File: config.mk
export PLATFORM = sky130hd
export DESIGN_NAME = lba_chs_address_translator_unit
export DESIGN_NICKNAME = d
export VERILOG_FILES = /design/src/hdl/lba_chs_pkg.sv /design/src/hdl/lba_chs_address_translator_unit.sv
export SDC_FILE = /design/constraint.sdc
export NUM_CORES = 2
export LEC_CHECK = 0
export ABC_AREA = 0
export BUFFER_PORTS_ARGS = -buffer_cell sky130_fd_sc_hd__buf_4
export CAP_MARGIN = 0
export CELL_PAD_IN_SITES_DETAIL_PLACEMENT = 1
export CELL_PAD_IN_SITES_GLOBAL_PLACEMENT = 2
export CORE_UTILIZATION = 40
export DETAILED_ROUTE_END_ITERATION = 8
export PLACE_DENSITY = 0.82
export SLEW_MARGIN = 20
export SYNTH_ARGS = -nofsm -noshare
export SYNTH_HDL_FRONTEND = slang
export SYNTH_SLANG_ARGS = --single-unit
export TNS_END_PERCENT = 5
File: constraint.sdc
create_clock -name i_clk -period 27 [get_ports i_clk]
set_input_delay 2.7 -clock i_clk [delete_from_list [all_inputs] [get_ports i_clk]]
set_output_delay 2.7 -clock i_clk [all_outputs]
set_load 0.02 [all_outputs]
File: src/hdl/lba_chs_pkg.sv
// Shared constants for the LBA/CHS address translator: field widths,
// operation codes, register indexes and geometry reset values. No dependencies.
`timescale 1ns / 1ps

package lba_chs_pkg;

    localparam int CYL_W     = 10;
    localparam int HEAD_W    = 8;
    localparam int SEC_W     = 6;
    localparam int CCNT_W    = 11;
    localparam int CFG_W     = 11;
    localparam int CFG_IDX_W = 2;
    localparam int CHS_W     = CYL_W + HEAD_W + SEC_W;

    // Intermediate product widths: cyl*heads+head, then times sectors plus offset.
    localparam int PA_W   = CYL_W + HEAD_W + 1;
    localparam int PROD_W = PA_W + SEC_W + 1;
    localparam int TOT_W  = CCNT_W + HEAD_W + SEC_W;

    // Quotient bits resolved per divider stage.
    localparam int DIV_STEP = 4;

    localparam logic OP_LBA_TO_CHS = 1'b0;
    localparam logic OP_CHS_TO_LBA = 1'b1;

    localparam logic [CFG_IDX_W-1:0] REG_CYL_COUNT  = 2'd0;
    localparam logic [CFG_IDX_W-1:0] REG_HEAD_COUNT = 2'd1;
    localparam logic [CFG_IDX_W-1:0] REG_SPT        = 2'd2;

    localparam logic [CCNT_W-1:0] RST_CYL_COUNT  = 11'd80;
    localparam logic [HEAD_W-1:0] RST_HEAD_COUNT = 8'd2;
    localparam logic [SEC_W-1:0]  RST_SPT        = 6'd18;

endpackage

File: src/hdl/lba_chs_address_translator_unit.sv
// LBA/CHS address translator, pipelined. Depends on lba_chs_pkg.
// Converts linear sector numbers to cylinder/head/sector and back.
`timescale 1ns / 1ps

// The block accepts one item per clock while the output is not stalled and returns
// one result item per input item, in order. The pipeline is made of one input
// stage, two multiplier stages, two restoring dividers that each resolve four
// quotient bits per stage (LBA by sectors per track, then track by head count),
// and the output register. Every stage has its own valid bit and holds while the
// next one is full, so a stall at the output backs up without loss and bubbles
// are squeezed out. Geometry must be written through the register port only while
// no item is in flight; the block itself does not enforce this. A result with
// m_axis_tuser set (range error) carries all-zero address fields.
module lba_chs_address_translator_unit
    import lba_chs_pkg::*;
#(
    parameter int LBA_BITS = 24
) (
    input  logic                 i_clk,
    input  logic                 i_rst_n,
    // Input item stream.
    input  logic                 s_axis_tvalid,
    output logic                 s_axis_tready,
    // tdata, low bit up: linear_sector_in, cylinder_in, head_in, sector_in, zero fill.
    input  logic [((LBA_BITS+CHS_W+7)/8)*8-1:0] s_axis_tdata,
    // tuser: operation.
    input  logic                 s_axis_tuser,
    // Result item stream.
    output logic                 m_axis_tvalid,
    input  logic                 m_axis_tready,
    // tdata, low bit up: linear_sector_out, cylinder_out, head_out, sector_out, zero fill.
    output logic [((LBA_BITS+CHS_W+7)/8)*8-1:0] m_axis_tdata,
    // tuser: range_error.
    output logic                 m_axis_tuser,
    // Geometry register write port.
    input  logic                 i_cfg_we,
    input  logic [CFG_IDX_W-1:0] i_cfg_idx,
    input  logic [CFG_W-1:0]     i_cfg_data
);

    localparam int TDATA_W  = ((LBA_BITS + CHS_W + 7) / 8) * 8;
    localparam int DIV_ST   = (LBA_BITS + DIV_STEP - 1) / DIV_STEP;
    localparam int PAD      = DIV_ST * DIV_STEP;
    localparam int DIV1_LO  = 3;
    localparam int DIV2_LO  = DIV1_LO + DIV_ST;
    localparam int NUM_WORK = DIV2_LO + DIV_ST;
    localparam int BIG_W    = (PAD > TOT_W) ? PAD : TOT_W;

    typedef struct packed {
        logic              op;
        logic [PAD-1:0]    acc;     // dividend, shifted out as quotient bits shift in
        logic [CYL_W-1:0]  cyl;
        logic [HEAD_W-1:0] head;
        logic [SEC_W-1:0]  sec;
        logic              bad;
        logic [PROD_W-1:0] prod;
        logic [TOT_W-1:0]  tot;
        logic              beyond;
        logic [SEC_W-1:0]  rem1;
        logic [HEAD_W-1:0] rem2;
    } t_item;

    logic [CCNT_W-1:0] r_cyl_cnt;
    logic [HEAD_W-1:0] r_head_cnt;
    logic [SEC_W-1:0]  r_spt;

    logic [NUM_WORK-1:0] r_vld;
    logic [NUM_WORK-1:0] w_vin;
    logic [NUM_WORK-1:0] w_en;
    logic                w_en_out;
    t_item               r_st [NUM_WORK];
    t_item               n_st [NUM_WORK];

    logic                r_out_vld;
    logic [LBA_BITS-1:0] r_lba;
    logic [CYL_W-1:0]    r_cyl;
    logic [HEAD_W-1:0]   r_head;
    logic [SEC_W-1:0]    r_sec;
    logic                r_err;
    logic [LBA_BITS-1:0] n_lba;
    logic [CYL_W-1:0]    n_cyl;
    logic [HEAD_W-1:0]   n_head;
    logic [SEC_W-1:0]    n_sec;
    logic                n_err;

    always_ff @(posedge i_clk) begin
        if (!i_rst_n) begin
            r_cyl_cnt  <= RST_CYL_COUNT;
            r_head_cnt <= RST_HEAD_COUNT;
            r_spt      <= RST_SPT;
        end else if (i_cfg_we) begin
            unique case (i_cfg_idx)
                REG_CYL_COUNT:  r_cyl_cnt  <= i_cfg_data[CCNT_W-1:0];
                REG_HEAD_COUNT: r_head_cnt <= i_cfg_data[HEAD_W-1:0];
                REG_SPT:        r_spt      <= i_cfg_data[SEC_W-1:0];
                default: ;
            endcase
        end
    end

    // A stage may load when it is empty or when the stage after it loads too.
    always_comb begin
        w_en_out           = !r_out_vld || m_axis_tready;
        w_en[NUM_WORK-1]   = !r_vld[NUM_WORK-1] || w_en_out;
        for (int k = NUM_WORK - 2; k >= 0; k--) begin
            w_en[k] = !r_vld[k] || w_en[k+1];
        end
        w_vin[0] = s_axis_tvalid;
        for (int k = 1; k < NUM_WORK; k++) begin
            w_vin[k] = r_vld[k-1];
        end
    end

    assign s_axis_tready = w_en[0];

    for (genvar k = 0; k < NUM_WORK; k++) begin : g_stage
        if (k == 0) begin : g_in
            always_comb begin
                t_item it;
                logic  zero_geom;
                logic  chs_bad;
                it        = '0;
                it.op     = s_axis_tuser;
                it.acc    = PAD'(s_axis_tdata[LBA_BITS-1:0]);
                it.cyl    = s_axis_tdata[LBA_BITS +: CYL_W];
                it.head   = s_axis_tdata[LBA_BITS+CYL_W +: HEAD_W];
                it.sec    = s_axis_tdata[LBA_BITS+CYL_W+HEAD_W +: SEC_W];
                zero_geom = (r_cyl_cnt == '0) || (r_head_cnt == '0) || (r_spt == '0);
                chs_bad   = (it.sec == '0) || (it.sec > r_spt) || (it.head >= r_head_cnt)
                            || ({1'b0, it.cyl} >= r_cyl_cnt);
                it.bad    = zero_geom || ((it.op == OP_CHS_TO_LBA) && chs_bad);
                n_st[k]   = it;
            end
        end else if (k == 1) begin : g_mul_a
            always_comb begin
                t_item it;
                it      = r_st[k-1];
                it.prod = PROD_W'(it.cyl) * PROD_W'(r_head_cnt) + PROD_W'(it.head);
                it.tot  = TOT_W'(r_cyl_cnt) * TOT_W'(r_head_cnt);
                n_st[k] = it;
            end
        end else if (k == 2) begin : g_mul_b
            always_comb begin
                t_item it;
                it      = r_st[k-1];
                it.prod = PROD_W'(it.prod[PA_W-1:0]) * PROD_W'(r_spt)
                          + PROD_W'(SEC_W'(it.sec - SEC_W'(1)));
                it.tot  = TOT_W'(it.tot[PA_W-1:0]) * TOT_W'(r_spt);
                n_st[k] = it;
            end
        end else if (k < DIV2_LO) begin : g_div_spt
            always_comb begin
                t_item            it;
                logic [SEC_W:0]   trial;
                logic [SEC_W-1:0] rem;
                it = r_st[k-1];
                // The first divider stage still sees the whole LBA.
                if (k == DIV1_LO) begin
                    it.beyond = BIG_W'(it.acc) >= BIG_W'(it.tot);
                end
                rem = it.rem1;
                for (int j = 0; j < DIV_STEP; j++) begin
                    trial  = {rem, it.acc[PAD-1]};
                    it.acc = {it.acc[PAD-2:0], 1'b0};
                    if (trial >= {1'b0, r_spt}) begin
                        trial     = trial - {1'b0, r_spt};
                        it.acc[0] = 1'b1;
                    end
                    rem = trial[SEC_W-1:0];
                end
                it.rem1 = rem;
                n_st[k] = it;
            end
        end else begin : g_div_head
            always_comb begin
                t_item             it;
                logic [HEAD_W:0]   trial;
                logic [HEAD_W-1:0] rem;
                it  = r_st[k-1];
                rem = it.rem2;
                for (int j = 0; j < DIV_STEP; j++) begin
                    trial  = {rem, it.acc[PAD-1]};
                    it.acc = {it.acc[PAD-2:0], 1'b0};
                    if (trial >= {1'b0, r_head_cnt}) begin
                        trial     = trial - {1'b0, r_head_cnt};
                        it.acc[0] = 1'b1;
                    end
                    rem = trial[HEAD_W-1:0];
                end
                it.rem2 = rem;
                n_st[k] = it;
            end
        end
    end

    always_ff @(posedge i_clk) begin
        if (!i_rst_n) begin
            r_vld <= '0;
        end else begin
            for (int k = 0; k < NUM_WORK; k++) begin
                if (w_en[k]) begin
                    r_vld[k] <= w_vin[k];
                end
            end
        end
    end

    always_ff @(posedge i_clk) begin
        for (int k = 0; k < NUM_WORK; k++) begin
            if (w_en[k]) begin
                r_st[k] <= n_st[k];
            end
        end
    end

    // Final checks and field selection; the last divider leaves the cylinder in acc.
    always_comb begin
        t_item it;
        logic  cyl_over;
        logic  lba_ovf;
        it       = r_st[NUM_WORK-1];
        cyl_over = |it.acc[PAD-1:CYL_W];
        lba_ovf  = (it.prod >> LBA_BITS) != '0;
        n_err    = it.bad || ((it.op == OP_LBA_TO_CHS) ? (it.beyond || cyl_over) : lba_ovf);
        n_lba    = '0;
        n_cyl    = '0;
        n_head   = '0;
        n_sec    = '0;
        if (!n_err) begin
            if (it.op == OP_CHS_TO_LBA) begin
                n_lba = LBA_BITS'(it.prod);
            end else begin
                n_cyl  = it.acc[CYL_W-1:0];
                n_head = it.rem2;
                n_sec  = it.rem1 + SEC_W'(1);
            end
        end
    end

    always_ff @(posedge i_clk) begin
        if (!i_rst_n) begin
            r_out_vld <= 1'b0;
        end else if (w_en_out) begin
            r_out_vld <= r_vld[NUM_WORK-1];
        end
    end

    always_ff @(posedge i_clk) begin
        if (w_en_out) begin
            r_lba  <= n_lba;
            r_cyl  <= n_cyl;
            r_head <= n_head;
            r_sec  <= n_sec;
            r_err  <= n_err;
        end
    end

    assign m_axis_tvalid = r_out_vld;
    assign m_axis_tdata  = TDATA_W'({r_sec, r_head, r_cyl, r_lba});
    assign m_axis_tuser  = r_err;

endmodule

==> run_results.csv <==
group,metric,value,unit
sta,drv_slew,0,
sta,finalCritPeriodShare,41.83,%
clocking,numClockSinks,1043,
critical_path,critical_path.max_stage_delay,0.75,ns
placed_design,port_buffers,117,
synth,yosys.area.top_type,"edfxtp_1",
drt,drtIter0Drc,1813,
final_layout,final_cells,7429,
die,initial_core_util,40.28,%
drt,wirelength,150900,µm
grt,grt-ovfl-total,0,
critical_path,critPathMaxFanout,20,
sta,fmax,0.08854,GHz
grt,grt_max_degree,71,
synth,yosys.cell_types.count,93,
clocking,postCtsSetupRepairBufs,0,
synth,synth_edf_count,1002,
final_layout,final_nets,6204,
sta,setup_viol,0,
sta,fin_crit,11.29,ns
final_layout,diodes,0,
clocking,cts_buffers,112,
grt,grt_pass1_wl,239100,µm
final_layout,fillers,16340,
clocking,hold_buffers,0,
critical_path,cp.buffers_inverters,5,
grt,grt_usage,19.53,%
synth,yosysWarnings,0,
synth,syn_inst,5088,
drt,dr.pass1.iters,5,
placed_design,gp_congestion,0.8575,
drt,ant_nets,0,
synth,synth.most_common_cell,"edfxtp_1",
critical_path,worstSetupPathType,"reg2reg",
synth,ys_top_cells_by_count,"edfxtp_1, inv_1, ha_1",
die,io_pins,118,
grt,grt_pass1_vias,42240,
sta,rsz0062_at_grt,"no",
critical_path,cp-end-kind,"register",
clocking,tritoncts,"yes",
critical_path,slowest_stage,"dfxtp_1",
run,drv_cap,0,
final_layout,drive_above_1_share,10.01,%
final_layout,multi_input_area,0.02860,mm²
clocking,cts.htree.levels,3,
die,dieArea,0.1567,mm²
placed_design,hpwl,112400,µm
worst_hold_path,min_path_type,"reg2reg",
clocking,cts_root_buf,"clkbuf_16",
sta,tns,0,ns
synth,avgSynthCellArea,12.19,µm²
drt,num_vias,38730,
sta,tightest_slew,1.090,ns
die,fp-row-count,144,
synth,synth_area_leaders,"edfxtp_1, ha_1, fa_1",
status,status,"complete, no violations",
critical_path,cp_top_family,"compound AO/OA/AOI/OAI gates",
clocking,ctsResizeCount,0,
critical_path,critPathLaunchType,"register",
clocking,cts_buffer_depth,3,
drt,drc,0,
synth,synth_top_area_share,48.50,%
clocking,cts.clk_slew.worst_paths,0.06,ns
synth,ys_ff_latch,1043,
synth,ys.flop_type,"edfxtp_1",
final_layout,area_delta_synth_final,11.83,%
sta,relSlewSlack,27.36,%
sta,hold_viol,0,
sta,skew,0.07666,ns
critical_path,cp.arrival,11.70,ns
synth,synth_nets,6004,
critical_path,cp.required,27.41,ns
drt,vias_per_cell,5.213,
die,core-area,0.1540,mm²
synth,yosysSeqAreaShare,49.82,%
die,die_y,395.8,µm
die,die_w,395.8,µm
clocking,clk_latency,0.75,ns
final_layout,seq_area,0.03091,mm²
placed_design,dp.cells,7218,
grt,antenna_found_initial,0,
synth,syn_area,0.06204,mm²
drt,wl_per_cell,20.31,µm
synth,synthArstFlopShare,0,%
critical_path,cpMostUsedCell,"o21ai_0",
## logic make-up after synthesis
logic type | after synthesis | synth area share [%]
compound gates | 787 | 8.373
flops | 1043 | 49.82
xor+xnor | 254 | 3.586
simple gates | 1295 | 10.17
mux | 179 | 3.164
fa+ha+maj | 849 | 20.72
buf+inv | 681 | 4.168
## worst register-to-register path: cells and delay by family, from the launching register on
kind	cells	cell delay [ns]
buffers and inverters	5	1.33
and+or+nand+nor	11	2.75
AOI/OAI and AO/OA	21	4.66
DFF	1	0.75
adders and majority gates	4	1.51
## state kept, by name, indices dropped and copies added (netlist names)
| signal | cells |
|---|---|
| r_st | 953 |
| r_lba | 24 |
| r_vld | 15 |
| r_cyl_cnt | 11 |
| r_cyl | 10 |
| r_head | 8 |
| r_head_cnt | 8 |
| r_sec | 6 |
| r_spt | 6 |
| m_axis_tuser | 1 |
| m_axis_tvalid | 1 |
## per-stage QoR
stage | hold slack [ns] | util (%) | area (µm²) | setup slack (ns)
after global placement | 0.4004 | 42.56 | 65570 | 16.47
after CTS | 0.3496 | 45.04 | 69380 | 15.81
after global routing | 0.3619 | 45.04 | 69380 | 14.66
final | 0.3634 | 45.04 | 69380 | 15.71
after floorplan | 0.4003 | - | 62040 | 16.80
after detailed placement | 0.4052 | 42.56 | 65570 | 15.92
## layout make-up
type,instances,share of cell area (%)
sequential,1043,44.56
multi-input combinational,3364,41.22
clock buffer,127,4.135
tap,2044,3.686
inverter,602,3.259
timing repair buffer,165,1.785
clock inverter,84,1.360
## per-layer routing
| layer | up-vias | global-route usage, % | wire length, µm |
|---|---|---|---|
| met5 | - | 0 | 0 |
| met4 | 0 | 6.853 | 5249 |
| li1 | 18390 | - | - |
| met3 | 247 | 2.215 | 4170 |
| met2 | 538 | 35.86 | 77970 |
| met1 | 19560 | 23.45 | 63470 |
## cell usage in the layout (no fill, tap or decap), types with 16 or more instances in the layout
cell,count
o21bai_1,26
a21o_1,97
o21ai_0,192
nor3_1,49
and3_1,27
a31oi_1,18
nand2_1,494
buf_4,165
nor4_1,19
nand4_1,53
nor2b_1,94
o21a_1,55
inv_2,16
o31ai_1,19
clkinv_1,23
nand3_1,59
a21oi_1,193
mux2i_1,63
and2_1,146
xor2_1,88
inv_1,581
dfxtp_1,37
o221ai_1,30
fa_1,297
a21boi_0,30
clkinv_2,20
clkbuf_16,112
xnor2_1,166
nand2b_1,56
edfxtp_1,1002
mux2_2,109
ha_1,552
nor2_1,211
## path summary, 6_finish.rpt
kind,end,cells past startpoint,from,slack [ns]
min reg2reg,r_st[1][407],0,r_st[1][291],0.36
min,r_st[1][407],0,r_st[1][291],0.36
max reg2reg,r_st[1][352],41,r_head_cnt[3],15.71
max,r_st[1][352],41,r_head_cnt[3],15.71
Power is left out: the tool's default activity adds up to more than one toggle a clock period on the data nets, which glitch-free logic cannot reach.
